$ cat src/sv/wdms_pkg.sv
`timescale 1ns / 1ps
package wdms_pkg;

  localparam int MAX_VERTICES  = 64;
  localparam int INIT_VERTICES = 4;
  localparam int IDX_W         = $clog2(MAX_VERTICES);
  localparam int CNT_W         = $clog2(MAX_VERTICES + 1);
  localparam int EDGE_DEPTH    = MAX_VERTICES * MAX_VERTICES;
  localparam int EDGE_AW       = 2 * IDX_W;
  localparam int LAB_W         = 16;

  localparam logic [2:0] REQ_ADD_V  = 3'd0;
  localparam logic [2:0] REQ_DEL_V  = 3'd1;
  localparam logic [2:0] REQ_ADD_E  = 3'd2;
  localparam logic [2:0] REQ_DEL_E  = 3'd3;
  localparam logic [2:0] REQ_QRY_E  = 3'd4;
  localparam logic [2:0] REQ_LIST   = 3'd5;

  localparam logic [2:0] ST_OK      = 3'd0;
  localparam logic [2:0] ST_MISSING = 3'd1;
  localparam logic [2:0] ST_LAB_EX  = 3'd2;
  localparam logic [2:0] ST_FULL    = 3'd3;
  localparam logic [2:0] ST_EDGE_EX = 3'd4;
  localparam logic [2:0] ST_NO_EDGE = 3'd5;

  typedef enum logic [1:0] {
    EW_ZERO,
    EW_WEIGHT,
    EW_COPY
  } ew_sel_e;

  typedef enum logic [2:0] {
    EMIT_NONE,
    EMIT_PLAIN,
    EMIT_QUERY,
    EMIT_MID,
    EMIT_LAST,
    EMIT_EMPTY
  } emit_e;

  typedef struct packed {
    logic [2:0]        req_type;
    logic signed [15:0] label_a;
    logic signed [15:0] label_b;
    logic signed [15:0] weight;
  } in_item_t;

  typedef struct packed {
    logic [2:0]         status;
    logic [5:0]         vertex_index;
    logic signed [15:0] neighbor_label;
    logic [5:0]         neighbor_index;
    logic signed [15:0] neighbor_weight;
    logic               no_neighbor;
    logic               last;
  } out_item_t;

  typedef struct packed {
    logic               load_req;
    logic               lab_re;
    logic [IDX_W-1:0]   lab_raddr;
    logic               lab_we;
    logic [IDX_W-1:0]   lab_waddr;
    logic               lab_wcopy;
    logic               edge_re;
    logic [EDGE_AW-1:0] edge_raddr;
    logic               edge_we;
    logic [EDGE_AW-1:0] edge_waddr;
    ew_sel_e            edge_wsel;
    emit_e              emit;
    logic [2:0]         st;
    logic [IDX_W-1:0]   vi;
    logic [IDX_W-1:0]   ni;
    logic               pend_load;
    logic               pend_clr;
  } ctl_cmd_t;

  typedef struct packed {
    logic [2:0] req;
    logic       lab_eq_a;
    logic       lab_eq_b;
    logic       edge_nz;
    logic       pend_vld;
    logic       out_free;
  } dp_sts_t;

endpackage

$ cat src/sv/wdms_ctrl.sv
`timescale 1ns / 1ps
module wdms_ctrl import wdms_pkg::*; (
  input  logic     clk_i,
  input  logic     rst_ni,
  input  logic     in_valid_i,
  output logic     in_stall_o,
  input  dp_sts_t  sts_i,
  output ctl_cmd_t cmd_o
);

  localparam logic [4:0] S_CLR    = 5'd0;
  localparam logic [4:0] S_IDLE   = 5'd1;
  localparam logic [4:0] S_SA_RD  = 5'd2;
  localparam logic [4:0] S_SA_CMP = 5'd3;
  localparam logic [4:0] S_DSP_A  = 5'd4;
  localparam logic [4:0] S_SB_RD  = 5'd5;
  localparam logic [4:0] S_SB_CMP = 5'd6;
  localparam logic [4:0] S_DSP_B  = 5'd7;
  localparam logic [4:0] S_AV_LAB = 5'd8;
  localparam logic [4:0] S_AV_ROW = 5'd9;
  localparam logic [4:0] S_AV_COL = 5'd10;
  localparam logic [4:0] S_RV_RD  = 5'd11;
  localparam logic [4:0] S_RV_WR  = 5'd12;
  localparam logic [4:0] S_RM_RD  = 5'd13;
  localparam logic [4:0] S_RM_WR  = 5'd14;
  localparam logic [4:0] S_ED_CK  = 5'd15;
  localparam logic [4:0] S_SC_RD  = 5'd16;
  localparam logic [4:0] S_SC_CK  = 5'd17;
  localparam logic [4:0] S_SC_END = 5'd18;
  localparam logic [4:0] S_EMIT   = 5'd19;

  localparam logic [CNT_W-1:0]   MAX_CNT  = CNT_W'(MAX_VERTICES);
  localparam logic [CNT_W-1:0]   INIT_CNT = CNT_W'(INIT_VERTICES);
  localparam logic [EDGE_AW-1:0] CLR_END  = EDGE_AW'(EDGE_DEPTH - 1);

  logic [4:0]         state_q, state_d;
  logic [EDGE_AW-1:0] clr_q, clr_d;
  logic [CNT_W-1:0]   cnt_q, cnt_d, i_q, i_d, j_q, j_d;
  logic [IDX_W-1:0]   a_q, a_d, b_q, b_d, vi_q, vi_d;
  logic               a_fnd_q, a_fnd_d, b_fnd_q, b_fnd_d;
  logic [2:0]         st_q, st_d;
  emit_e              kind_q, kind_d;
  logic [CNT_W-1:0]   i_nx, j_nx, n_last;
  logic [IDX_W-1:0]   ii, jj, sr, sc;

  assign i_nx   = i_q + CNT_W'(1);
  assign j_nx   = j_q + CNT_W'(1);
  assign n_last = cnt_q - CNT_W'(1);
  assign ii     = i_q[IDX_W-1:0];
  assign jj     = j_q[IDX_W-1:0];
  assign sr     = ii + IDX_W'(ii >= a_q);
  assign sc     = jj + IDX_W'(jj >= a_q);

  always_comb begin
    state_d = state_q;
    clr_d   = clr_q;
    cnt_d   = cnt_q;
    i_d     = i_q;
    j_d     = j_q;
    a_d     = a_q;
    b_d     = b_q;
    a_fnd_d = a_fnd_q;
    b_fnd_d = b_fnd_q;
    st_d    = st_q;
    vi_d    = vi_q;
    kind_d  = kind_q;
    cmd_o   = '0;
    cmd_o.edge_wsel = EW_ZERO;
    cmd_o.emit      = EMIT_NONE;
    in_stall_o = state_q != S_IDLE;

    unique case (state_q)
      S_CLR: begin
        cmd_o.edge_we    = 1'b1;
        cmd_o.edge_waddr = clr_q;
        clr_d = clr_q + EDGE_AW'(1);
        if (clr_q == CLR_END) begin
          state_d = S_IDLE;
        end
      end
      S_IDLE: begin
        if (in_valid_i) begin
          cmd_o.load_req = 1'b1;
          i_d     = '0;
          a_d     = '0;
          b_d     = '0;
          a_fnd_d = 1'b0;
          b_fnd_d = 1'b0;
          state_d = S_SA_RD;
        end
      end
      S_SA_RD, S_SB_RD: begin
        if (i_q == cnt_q) begin
          state_d = (state_q == S_SA_RD) ? S_DSP_A : S_DSP_B;
        end else begin
          cmd_o.lab_re    = 1'b1;
          cmd_o.lab_raddr = ii;
          state_d = (state_q == S_SA_RD) ? S_SA_CMP : S_SB_CMP;
        end
      end
      S_SA_CMP: begin
        if (sts_i.lab_eq_a) begin
          a_d     = ii;
          a_fnd_d = 1'b1;
          state_d = S_DSP_A;
        end else begin
          i_d     = i_nx;
          state_d = S_SA_RD;
        end
      end
      S_SB_CMP: begin
        if (sts_i.lab_eq_b) begin
          b_d     = ii;
          b_fnd_d = 1'b1;
          state_d = S_DSP_B;
        end else begin
          i_d     = i_nx;
          state_d = S_SB_RD;
        end
      end
      S_DSP_A: begin
        kind_d = EMIT_PLAIN;
        vi_d   = '0;
        case (sts_i.req) inside
          REQ_ADD_V: begin
            if (cnt_q >= MAX_CNT) begin
              st_d    = ST_FULL;
              state_d = S_EMIT;
            end else if (a_fnd_q) begin
              st_d    = ST_LAB_EX;
              vi_d    = a_q;
              state_d = S_EMIT;
            end else begin
              state_d = S_AV_LAB;
            end
          end
          REQ_DEL_V: begin
            if (!a_fnd_q) begin
              st_d    = ST_MISSING;
              state_d = S_EMIT;
            end else begin
              i_d     = CNT_W'(a_q);
              state_d = S_RV_RD;
            end
          end
          REQ_ADD_E, REQ_DEL_E, REQ_QRY_E: begin
            i_d     = '0;
            state_d = S_SB_RD;
          end
          REQ_LIST: begin
            if (!a_fnd_q) begin
              st_d    = ST_MISSING;
              kind_d  = EMIT_EMPTY;
              state_d = S_EMIT;
            end else begin
              j_d     = '0;
              state_d = S_SC_RD;
            end
          end
          default: state_d = S_IDLE;
        endcase
      end
      S_DSP_B: begin
        kind_d = EMIT_PLAIN;
        vi_d   = a_q;
        if (a_fnd_q && b_fnd_q) begin
          cmd_o.edge_re    = 1'b1;
          cmd_o.edge_raddr = {a_q, b_q};
          state_d = S_ED_CK;
        end else begin
          st_d    = (sts_i.req == REQ_ADD_E) ? ST_MISSING : ST_NO_EDGE;
          state_d = S_EMIT;
        end
      end
      S_ED_CK: begin
        state_d = S_EMIT;
        st_d    = ST_OK;
        cmd_o.edge_waddr = {a_q, b_q};
        case (sts_i.req)
          REQ_ADD_E: begin
            if (sts_i.edge_nz) begin
              st_d = ST_EDGE_EX;
            end else begin
              cmd_o.edge_we   = 1'b1;
              cmd_o.edge_wsel = EW_WEIGHT;
            end
          end
          REQ_DEL_E: begin
            if (!sts_i.edge_nz) begin
              st_d = ST_NO_EDGE;
            end else begin
              cmd_o.edge_we = 1'b1;
            end
          end
          default: begin
            if (!sts_i.edge_nz) begin
              st_d = ST_NO_EDGE;
            end else begin
              kind_d = EMIT_QUERY;
            end
          end
        endcase
      end
      S_AV_LAB: begin
        cmd_o.lab_we    = 1'b1;
        cmd_o.lab_waddr = cnt_q[IDX_W-1:0];
        i_d     = '0;
        state_d = S_AV_ROW;
      end
      S_AV_ROW: begin
        cmd_o.edge_we    = 1'b1;
        cmd_o.edge_waddr = {cnt_q[IDX_W-1:0], ii};
        state_d = S_AV_COL;
      end
      S_AV_COL: begin
        cmd_o.edge_we    = 1'b1;
        cmd_o.edge_waddr = {ii, cnt_q[IDX_W-1:0]};
        if (i_q == cnt_q) begin
          cnt_d   = cnt_q + CNT_W'(1);
          st_d    = ST_OK;
          vi_d    = cnt_q[IDX_W-1:0];
          state_d = S_EMIT;
        end else begin
          i_d     = i_nx;
          state_d = S_AV_ROW;
        end
      end
      S_RV_RD: begin
        if (i_q == n_last) begin
          i_d     = '0;
          j_d     = '0;
          state_d = S_RM_RD;
        end else begin
          cmd_o.lab_re    = 1'b1;
          cmd_o.lab_raddr = i_nx[IDX_W-1:0];
          state_d = S_RV_WR;
        end
      end
      S_RV_WR: begin
        cmd_o.lab_we    = 1'b1;
        cmd_o.lab_waddr = ii;
        cmd_o.lab_wcopy = 1'b1;
        i_d     = i_nx;
        state_d = S_RV_RD;
      end
      S_RM_RD: begin
        if (i_q == n_last) begin
          cnt_d   = n_last;
          st_d    = ST_OK;
          vi_d    = a_q;
          state_d = S_EMIT;
        end else begin
          cmd_o.edge_re    = 1'b1;
          cmd_o.edge_raddr = {sr, sc};
          state_d = S_RM_WR;
        end
      end
      S_RM_WR: begin
        cmd_o.edge_we    = 1'b1;
        cmd_o.edge_waddr = {ii, jj};
        cmd_o.edge_wsel  = EW_COPY;
        if (j_q == n_last - CNT_W'(1)) begin
          j_d = '0;
          i_d = i_nx;
        end else begin
          j_d = j_nx;
        end
        state_d = S_RM_RD;
      end
      S_SC_RD: begin
        if (j_q == cnt_q) begin
          state_d = S_SC_END;
        end else begin
          cmd_o.edge_re    = 1'b1;
          cmd_o.edge_raddr = {a_q, jj};
          cmd_o.lab_re     = 1'b1;
          cmd_o.lab_raddr  = jj;
          state_d = S_SC_CK;
        end
      end
      S_SC_CK: begin
        if (!sts_i.edge_nz) begin
          j_d     = j_nx;
          state_d = S_SC_RD;
        end else if (!sts_i.pend_vld || sts_i.out_free) begin
          if (sts_i.pend_vld) begin
            cmd_o.emit = EMIT_MID;
          end
          cmd_o.pend_load = 1'b1;
          cmd_o.vi        = a_q;
          cmd_o.ni        = jj;
          j_d     = j_nx;
          state_d = S_SC_RD;
        end
      end
      S_SC_END: begin
        if (sts_i.out_free) begin
          cmd_o.emit     = sts_i.pend_vld ? EMIT_LAST : EMIT_EMPTY;
          cmd_o.st       = ST_OK;
          cmd_o.vi       = a_q;
          cmd_o.pend_clr = 1'b1;
          state_d = S_IDLE;
        end
      end
      S_EMIT: begin
        if (sts_i.out_free) begin
          cmd_o.emit = kind_q;
          cmd_o.st   = st_q;
          cmd_o.vi   = vi_q;
          cmd_o.ni   = b_q;
          state_d = S_IDLE;
        end
      end
      default: state_d = S_IDLE;
    endcase
  end

  always_ff @(posedge clk_i or negedge rst_ni) begin
    if (!rst_ni) begin
      state_q <= S_CLR;
      clr_q   <= '0;
      cnt_q   <= INIT_CNT;
      i_q     <= '0;
      j_q     <= '0;
      a_fnd_q <= 1'b0;
      b_fnd_q <= 1'b0;
      kind_q  <= EMIT_NONE;
    end else begin
      state_q <= state_d;
      clr_q   <= clr_d;
      cnt_q   <= cnt_d;
      i_q     <= i_d;
      j_q     <= j_d;
      a_fnd_q <= a_fnd_d;
      b_fnd_q <= b_fnd_d;
      kind_q  <= kind_d;
    end
  end

  always_ff @(posedge clk_i) begin
    a_q  <= a_d;
    b_q  <= b_d;
    st_q <= st_d;
    vi_q <= vi_d;
  end

endmodule

$ cat config.mk
export PLATFORM = sky130hd
export DESIGN_NAME = wdms_ctrl
export DESIGN_NICKNAME = d
export VERILOG_FILES = /design/src/sv/wdms_pkg.sv /design/src/sv/wdms_ctrl.sv
export SDC_FILE = /design/constraint.sdc
export NUM_CORES = 1
export LEC_CHECK = 0
export ABC_CLOCK_PERIOD_IN_PS = 4700
export BUFFER_PORTS_ARGS = -buffer_cell sky130_fd_sc_hd__buf_4
export CORE_MARGIN = 2
export CORE_UTILIZATION = 61
export CTS_CLUSTER_SIZE = 40
export DETAILED_ROUTE_END_ITERATION = 10
export GPL_TIMING_DRIVEN = 0
export PLACE_DENSITY = 0.81
export RECOVER_POWER = 25
export SLEW_MARGIN = 20
export SYNTH_ARGS = -nofsm -noshare
export SYNTH_HDL_FRONTEND = slang
export SYNTH_SLANG_ARGS = --single-unit
$ cat constraint.sdc
create_clock -name clk_i -period 4.7 [get_ports clk_i]
set_input_delay 0.47 -clock clk_i [delete_from_list [all_inputs] [get_ports clk_i]]
set_output_delay 0.47 -clock clk_i [all_outputs]
set_load 0.1 [all_outputs]
==> results of run 1 <==
layer usage:
layer	track usage, %	vias to the layer above	wire length, um
met5	0	-	0
met4	21.29	0	1064
met3	13.21	139	3334
met2	62.32	614	8803
met1	56.25	2938	7858
li1	-	2690	-
worst max-delay path, cell delays in order (launching register included):
cell	delay [ns]
dfrtp_1	0.51
clkbuf_2	0.32
inv_1	0.12
ha_1	0.30
nor3b_4	0.22
or3_1	0.31
a31o_1	0.25
a211oi_4	0.51
nor2_1	0.25
clkbuf_1	0.30
or2_2	0.35
buf_4	0.23
logic make-up after synthesis:
logic type	after synthesis
buffers and inverters	82
DFF	64
and+or+nand+nor	260
muxes	14
xor gates and xnor gates	49
adders and majority gates	26
AOI/OAI and AO/OA	192
power groups by stage:
stage / clock (W) / combinational, W / sequential [W]
floorplan: 0 / 0.00150 / 0.000837
global placement: 0 / 0.00195 / 0.000911
detailed placement: 0 / 0.00198 / 0.000919
CTS: 0.000410 / 0.00199 / 0.000909
global route: 0.000432 / 0.00217 / 0.000935
finish: 0.000422 / 0.00207 / 0.000931
stage by stage:
| step | area, um2 | hold WS [ns] | power [W] | util, % |
|---|---|---|---|---|
| detailed placement | 6309 | 0.4835 | 0.002901 | 71.64 |
| global placement | 6291 | 0.4639 | 0.002858 | 71.44 |
| CTS | 6466 | 0.1479 | 0.003313 | 73.43 |
| global route | 6470 | 0.3709 | 0.003540 | 73.47 |
| floorplan | 5600 | 0.1744 | 0.002338 | - |
| finish | 6470 | 0.3504 | 0.003425 | 73.47 |
final timing paths:
kind / depth (start not counted) / slack [ns] / from / to
min reg2reg: 2 / 0.50 / b_fnd_q$_DFFE_PN0P_ / b_fnd_q$_DFFE_PN0P_
max: 11 / 0.20 / cnt_q[0]$_DFFE_PN0P_ / cmd_o[47]
max in group asynchronous: 1 / 2.27 / rst_ni / i_q[0]$_DFFE_PN0P_
min: 2 / 0.35 / sts_i[0] / state_q[1]$_DFFE_PN0P_
min in group asynchronous: 1 / 0.93 / rst_ni / clr_q[10]$_DFFE_PN0N_
max reg2reg: 10 / 0.77 / cnt_q[0]$_DFFE_PN0P_ / st_q[1]$_DFFE_PP_
final cells by class:
cell class              count  area, um2  share of cell area, %
inverters                  29      108.9                  1.682
flip-flops and latches     64       1708                  26.40
clock inverters             4      22.52                 0.3481
repair buffers             75      556.8                  8.606
clock buffers              12      135.1                  2.089
multi-input cells         541       3593                  55.54
well taps                 108      135.1                  2.089
plain buffers              53      210.2                  3.249
synthesized netlist by cell type, drive strengths merged (4+ instances only):
cell type / instances / area [um2]
a22o: 30 / 262.8
clkbuf: 39 / 146.4
nand2b: 12 / 75.07
mux2i: 9 / 90.09
mux2: 5 / 56.30
o31ai: 4 / 30.03
a21oi: 33 / 165.2
a221o: 4 / 40.04
xor2: 25 / 219.0
a22oi: 21 / 157.7
dfrtp: 42 / 1051
or2: 6 / 37.54
a31oi: 6 / 43.79
or3: 5 / 31.28
nand3: 25 / 125.1
nor4: 8 / 50.05
inv: 29 / 108.9
o21ai: 36 / 180.2
edfxtp: 21 / 630.6
nor2: 58 / 217.7
buf: 14 / 63.82
and2: 8 / 50.05
xnor2: 24 / 210.2
a21o: 9 / 67.56
o22ai: 8 / 50.05
a211oi: 6 / 57.56
and3: 11 / 68.82
ha: 26 / 325.3
nor2b: 9 / 56.30
o211ai: 5 / 37.54
nor3: 27 / 135.1
a222oi: 5 / 50.05
nand2: 65 / 244.0
nand4: 9 / 56.30
sequential cells by signal (all words and copies together), names as in the netlist, 3 cells and up:
| register | cells |
|---|---|
| clr_q | 12 |
| i_q | 7 |
| b_q | 6 |
| state_q | 5 |
| st_q | 3 |
| kind_q | 3 |
| vi_q | 6 |
| j_q | 7 |
| cnt_q | 7 |
| a_q | 6 |
==> impl_metrics.csv, run 1 <==
group,metric,value,unit
timing,hold_viol,0,
power_and_ir_drop,seqPwrFrac,27.2,%
floorplanning,initial_core_util,63.50,%
finish,antenna_cells,0,
clocking,cts_setup_buffers,0,
setup_path,critPathLaunchType,"flop",
power_and_ir_drop,leakage,2.858,nW
global_route,grt_pass1_wl,32.27,mm
power_and_ir_drop,p_per_area,529.3,nW/um2
logic_synthesis,synth_edf_count,21,
timing,fmax,222.2,MHz
routing,via_per_inst,7.202,
setup_path,critPathArrivalTime,4.03,ns
power_and_ir_drop,p_clk_share,12.3,%
floorplanning,die_h,99.74,um
worst_hold_path,hold_class,"in -> reg",
timing,worst_slew_pin_slew,2.625,ns
timing,min_period_over_period,95.74,%
floorplanning,boundaryPins,76,
timing,fin_ws,0.2000,ns
global_route,grt_max_degree,44,
timing,relSlewSlack,-74.98,%
run_status,violations,"max-capacitance violations, max-slew violations",
finish,nNetsFinal,810,
timing,skew,0.01140,ns
global_route,track_usage,42.33,%
setup_path,end_kind,"output pin",
routing,wl,21.06,mm
logic_synthesis,synth_top_family_by_area,"compound AO/OA/AOI/OAI gates",
logic_synthesis,synthAdderAreaFrac,5.818,%
logic_synthesis,synth-simple-area-share,23.32,%
finish,nFillCells,698,
timing,rsz0062_at_grt,"no",
clocking,clk_pin_slew,0.07,ns
floorplanning,die_area,9948,um2
routing,post-route-drc-count,0,
logic_synthesis,synth_compound_area_share,24.32,%
finish,final_common_cell,"buf_4",
placement,gp_congestion,1.070,
placement,hpwl,15.61,mm
clocking,clk_latency,0.36,ns
clocking,cts_sinks,64,
logic_synthesis,synth_mux_area_share,2.618,%
setup_path,critPathKind,"reg -> out",
clocking,cts_tree,"done",
power_and_ir_drop,swShare,55.44,%
logic_synthesis,netlist_instances,687,
clocking,hold_buffers,0,
floorplanning,core-area,8806,um2
finish,drive_above_1_share,14.65,%
routing,wire_per_inst,23.77,um
timing,fin_tns_setup,0,ns
clocking,ctsResizeCount,0,
placement,post-place-ws,0.5269,ns
global_route,antenna_found_initial,0,
power_and_ir_drop,irDropWorstVdd,0.2911,mV
setup_path,cp.required,4.23,ns
finish,layout.cells.non_filler,886,
logic_synthesis,ys_ff_latch,64,
finish,synthToLayoutAreaGrowth,15.71,%
floorplanning,fp.dieW,99.74,um
timing,drv_slew,44,
logic_synthesis,synth_seq_area_share,30.54,%
logic_synthesis,async_flop_share,67.19,%
logic_synthesis,netlist_area,5592,um2
routing,postRouteAntennaNets,0,
power_and_ir_drop,power.internal,0.001526,W
global_route,grt_pass1_vias,6004,
routing,firstDrtPassIters,8,
logic_synthesis,ys.flop_type,"dfrtp_1",
logic_synthesis,synth_area_per_cell,8.139,um2
clocking,cts-root-buf,"clkbuf_8",
finish,final_cell_mix,"74 x buf_4, 65 x nand2_1, 58 x nor2_1",
power_and_ir_drop,p_comb_share,60.5,%
routing,dr.first_iter.drc_count,877,
global_route,grt_overflow_total,0,
logic_synthesis,synth_warnings,0,
timing,setup_violations,0,
logic_synthesis,synthDistinctLibCells,72,
power_and_ir_drop,netSwitchingPower,0.001899,W
clocking,h-tree-depth,3,
timing,min_period,4.500,ns
logic_synthesis,synth_xor_area_share,7.675,%
floorplanning,rows,34,
flow_run,maxCapViolCount,1,
placement,io_buffers,74,
run_status,status,"finished with violations",
clocking,numCtsBuffers,9,
placement,dpl.cell_count,870,
clocking,clock_path_buffers,2,
setup_path,cp_max_fo,10,
routing,vias,6381,
logic_synthesis,synth_nets,724,
No activity file was read; power rests on OpenSTA's default activity.
==> run 2: changes to the inputs <==
Settings changed: ABC_CLOCK_PERIOD_IN_PS 4700 to 4950, CORE_UTILIZATION 61 to 59, PLACE_DENSITY 0.81 to 0.78.
Clock period 4.7 ns to 4.95 ns, I/O delays scaled along.
==> impl_metrics.csv, run 2 (synthesis gave the netlist of run 1 again) <==
group,metric,value,unit
floorplanning,rows,35,
setup_path,crit_buf_inv,4,
setup_path,crit_chain,"clkbuf_1 > inv_1 > ha_1 > nor3b_4 > or3_1 > a31o_1 > a211oi_4 > nor2_1 > clkbuf_1 > or2_2 > buf_4",
clocking,clk_latency,0.36,ns
run_status,violations,"max-capacitance violations, max-slew violations",
power_and_ir_drop,p_per_area,511.6,nW/um2
floorplanning,die_h,101.4,um
timing,fmax,211.2,MHz
finish,nFillCells,760,
finish,synthToLayoutAreaGrowth,16.67,%
routing,dr.first_iter.drc_count,775,
global_route,grt_pass1_vias,5876,
clocking,h-tree-depth,3,
timing,rsz0062_at_grt,"no",
placement,hpwl,15.52,mm
global_route,grt_max_degree,44,
power_and_ir_drop,leakage,2.883,nW
setup_path,critPathLaunchType,"flop",
setup_path,cp_top_family,"simple AND/OR/NAND/NOR gates",
timing,worst_slew_pin_slew,2.521,ns
routing,firstDrtPassIters,8,
routing,wl,20.66,mm
timing,min_period,4.734,ns
finish,final_common_cell,"buf_4",
setup_path,end_kind,"output pin",
clocking,clock_path_buffers,2,
finish,multi_input_area,3596,um2
routing,dr_wl_met2,8.827,mm
placement,post-place-ws,0.7011,ns
finish,final_cell_mix,"74 x buf_4, 65 x nand2_1, 58 x nor2_1",
timing,setup_violations,0,
clocking,ctsResizeCount,0,
setup_path,critPathArrivalTime,4.24,ns
routing,wl_met3,2.876,mm
routing,via_per_inst,7.007,
finish,utilization,70.94,%
setup_path,cp.required,4.45,ns
placement,io_buffers,74,
timing,fin_ws,0.2162,ns
timing,relSlewSlack,-68.08,%
setup_path,critPathKind,"reg -> out",
floorplanning,core-area,9196,um2
timing,hold_viol,0,
finish,antenna_cells,0,
power_and_ir_drop,irDropWorstVdd,0.3873,mV
floorplanning,boundaryPins,76,
finish,largest_reg_flops,12,
routing,vias,6222,
routing,highest_layer,"met4",
clocking,hold_buffers,0,
timing,min_period_over_period,95.63,%
worst_hold_path,hold_class,"in -> reg",
finish,register_area,1708,um2
clocking,cts_sinks,64,
floorplanning,fp.dieW,101.4,um
finish,regMostFlops,"clr_q",
setup_path,path_common_cell,"clkbuf_1",
placement,gp_congestion,1.028,
timing,fin_tns_setup,0,ns
global_route,track_usage,41.15,%
routing,wire_per_inst,23.27,um
setup_path,slowest_stage,"a211oi_4",
routing,met1_length,8.005,mm
clocking,cts_setup_buffers,0,
clocking,cts_tree,"done",
global_route,grt_overflow_total,0,
setup_path,cp_max_fo,10,
clocking,numCtsBuffers,9,
clocking,clk_pin_slew,0.07,ns
global_route,grt_pass1_wl,32.14,mm
flow_run,maxCapViolCount,1,
finish,drive_above_1_share,14.80,%
global_route,antenna_found_initial,0,
timing,skew,0.01379,ns
run_status,status,"finished with violations",
finish,nNetsFinal,809,
clocking,cts-root-buf,"clkbuf_8",
routing,postRouteAntennaNets,0,
floorplanning,initial_core_util,60.80,%
timing,drv_slew,44,
setup_path,cpPeakStageDelay,0.50,ns
floorplanning,die_area,10270,um2
routing,post-route-drc-count,0,
run 2: power breakdown:
group	total, W	internal, W	switching, W
Clock	0.000491	0.000264	0.000227
Combinational	0.00197	0.000574	0.00140
Sequential	0.000877	0.000694	0.000183
Total	0.00334	0.00153	0.00181
run 2: worst register-to-register path, stage by stage, from the launching register on:
cell      delay [ns]
dfrtp_1         0.49
clkbuf_1        0.48
inv_1           0.13
ha_1            0.32
nor3b_4         0.23
or3_1           0.31
a31o_1          0.25
a211oi_4        0.50
nor2_1          0.30
or3_1           0.47
nor2_1          0.33
run 2: path summary, 6_finish.rpt:
kind	from	cells past startpoint	slack [ns]	to
min in group asynchronous	rst_ni	1	0.91	cnt_q[6]$_DFFE_PN0P_
worst min-delay path	sts_i[0]	2	0.40	state_q[1]$_DFFE_PN0P_
worst max-delay path	cnt_q[0]$_DFFE_PN0P_	11	0.22	cmd_o[47]
worst max register to register	cnt_q[0]$_DFFE_PN0P_	10	0.82	st_q[0]$_DFFE_PP_
max in group asynchronous	rst_ni	1	2.60	state_q[2]$_DFFE_PN0P_
worst min register to register	b_fnd_q$_DFFE_PN0P_	2	0.48	b_fnd_q$_DFFE_PN0P_
run 2: routing by layer:
layer | track usage, % | vias to the layer above
met2 | 60.52 | 543
met3 | 12.91 | 97
li1 | - | 2692
met5 | 0 | -
met4 | 20.06 | 0
met1 | 54.95 | 2890
run 2: area by class of cell:
| cell class | count | area share [%] |
|---|---|---|
| multi-input cells | 541 | 55.12 |
| flip-flops and latches | 64 | 26.18 |
| well taps | 111 | 2.129 |
| plain buffers | 53 | 3.203 |
| clock inverters | 6 | 0.9590 |
| clock buffers | 10 | 2.282 |
| inverters | 29 | 1.669 |
| repair buffers | 74 | 8.458 |
run 2: stage by stage:
step	instances	hold slack [ns]	cell area (um2)	power [W]
finish	888	0.4033	6524	0.003338
global route	888	0.3975	6524	0.003494
CTS	888	0.1532	6523	0.003248
detailed placement	872	0.4662	6311	0.002759
global placement	872	0.4698	6286	0.002725
floorplan	687	0.1994	5592	0.002218
==> run 3: changes to the inputs <==
Settings changed: ABC_CLOCK_PERIOD_IN_PS 4950 to 5100.
Clock period 4.95 ns to 5.1 ns, I/O delays scaled along.
==> impl_metrics.csv, run 3 (synthesis gave the netlist of run 1 again) <==
group,metric,value,unit
timing,fin_tns_setup,0,ns
floorplanning,die_h,101.4,um
power_and_ir_drop,leakage,2.869,nW
clocking,clk_latency,0.36,ns
floorplanning,initial_core_util,60.80,%
timing,setup_violations,0,
global_route,track_usage,42.49,%
power_and_ir_drop,netSwitchingPower,0.001795,W
routing,via_per_inst,7.134,
setup_path,critPathLaunchType,"flop",
power_and_ir_drop,swShare,55.54,%
placement,hpwl,16.16,mm
clocking,hold_buffers,0,
power_and_ir_drop,irDropWorstVdd,0.3267,mV
finish,nFillCells,759,
clocking,ctsResizeCount,0,
run_status,status,"finished with violations",
timing,relSlewSlack,-83.79,%
global_route,grt_max_degree,44,
clocking,cts_sinks,64,
power_and_ir_drop,p_comb_share,60.0,%
routing,postRouteAntennaNets,0,
finish,final_common_cell,"buf_4",
routing,vias,6335,
timing,fmax,210.3,MHz
routing,dr.first_iter.drc_count,797,
clocking,clock_path_buffers,2,
finish,utilization,70.63,%
clocking,cts_tree,"done",
finish,stdcell_area,6495,um2
finish,antenna_cells,0,
setup_path,cp_max_fo,10,
clocking,cts-root-buf,"clkbuf_8",
power_and_ir_drop,p_per_area,497.7,nW/um2
worst_hold_path,hold_class,"in -> reg",
timing,worst_slew_pin_slew,2.757,ns
finish,synthToLayoutAreaGrowth,16.16,%
placement,gp_congestion,1.066,
timing,skew,0.01751,ns
timing,hold_viol,0,
setup_path,critPathArrivalTime,4.24,ns
finish,largest_reg_flops,12,
floorplanning,core-area,9196,um2
timing,min_period,4.754,ns
placement,post_dp_cell_area,6299,um2
timing,drv_slew,44,
global_route,grt_pass1_wl,33.06,mm
placement,io_buffers,74,
floorplanning,rows,35,
global_route,antenna_found_initial,0,
setup_path,end_kind,"output pin",
global_route,grt_overflow_total,0,
power_and_ir_drop,power.internal,0.001437,W
power_and_ir_drop,p_clk_share,13.7,%
finish,nNetsFinal,809,
timing,min_period_over_period,93.22,%
finish,drive_above_1_share,14.67,%
finish,regMostFlops,"clr_q",
routing,wire_per_inst,24.19,um
floorplanning,die_area,10270,um2
power_and_ir_drop,total_power,0.003233,W
run_status,violations,"max-capacitance violations, max-slew violations",
clocking,cts_setup_buffers,0,
finish,final_cell_mix,"74 x buf_4, 65 x nand2_1, 58 x nor2_1",
clocking,numCtsBuffers,9,
routing,post-route-drc-count,0,
floorplanning,fp.dieW,101.4,um
clocking,clk_pin_slew,0.08,ns
timing,rsz0062_at_grt,"no",
global_route,grt_pass1_vias,5974,
power_and_ir_drop,seqPwrFrac,26.3,%
routing,firstDrtPassIters,8,
setup_path,critPathKind,"reg -> out",
floorplanning,boundaryPins,76,
routing,wl,21.48,mm
clocking,h-tree-depth,3,
setup_path,cp.required,4.59,ns
flow_run,maxCapViolCount,1,
[run 3: layout make-up]
class                           instances  area, um2  area share, %
Inverter                               29      108.9          1.676
Clock inverter                          6      38.79         0.5972
Buffer                                 53      209.0          3.217
Sequential cell                        64       1708          26.30
Timing Repair Buffer                   74      551.8          8.495
Tap cell                              111      138.9          2.138
Clock buffer                           10      148.9          2.292
Multi-Input combinational cell        541       3591          55.29
[run 3: critical path: stages (launching register included)]
cell and delay [ns]:
dfrtp_1 0.51, clkbuf_1 0.45, inv_1 0.14, ha_1 0.30, clkbuf_1 0.31, xnor2_1 0.14, a211oi_1 0.24, nand3_1 0.16
a211oi_4 0.45, nor2_1 0.30, clkbuf_1 0.30, or2_2 0.34, buf_4 0.23
[run 3: path summary, 6_finish.rpt]
kind,startpoint,to,slack (ns),cells after the start
max,cnt_q[0]$_DFFE_PN0P_,cmd_o[47],0.35,12
min,sts_i[0],state_q[1]$_DFFE_PN0P_,0.38,2
max reg2reg,cnt_q[0]$_DFFE_PN0P_,st_q[2]$_DFFE_PP_,0.91,11
min reg2reg,b_fnd_q$_DFFE_PN0P_,b_fnd_q$_DFFE_PN0P_,0.50,2
max in group asynchronous,rst_ni,cnt_q[5]$_DFFE_PN0P_,2.51,1
min in group asynchronous,rst_ni,j_q[3]$_DFFE_PN0P_,1.02,1
[run 3: power by group through the flow]
stage               registers (W)  clock network, W  logic (W)
floorplan                0.000771                 0    0.00138
global placement         0.000842                 0    0.00182
detailed placement       0.000846                 0    0.00186
CTS                      0.000836          0.000438    0.00186
global route             0.000859          0.000459    0.00205
finish                   0.000851          0.000442    0.00194
[run 3: metal layers]
layer | up-vias | global-route usage (%) | routed length, um
met4 | 0 | 20.48 | 1253
met1 | 2949 | 57.77 | 8068
met5 | - | 0 | 0
met3 | 112 | 9.179 | 2840
li1 | 2688 | - | -
met2 | 586 | 64.54 | 9320
[run 3: stage by stage]
stage | cells | setup WS [ns] | hold slack, ns
2_1_floorplan | 687 | 0.1145 | 0.2144
3_3_place_gp | 872 | 0.9785 | 0.4704
3_5_place_dp | 872 | 0.9072 | 0.4777
4_1_cts | 888 | 0.4948 | 0.1744
5_1_grt | 888 | 0.2304 | 0.3941
6_report | 888 | 0.3458 | 0.3766
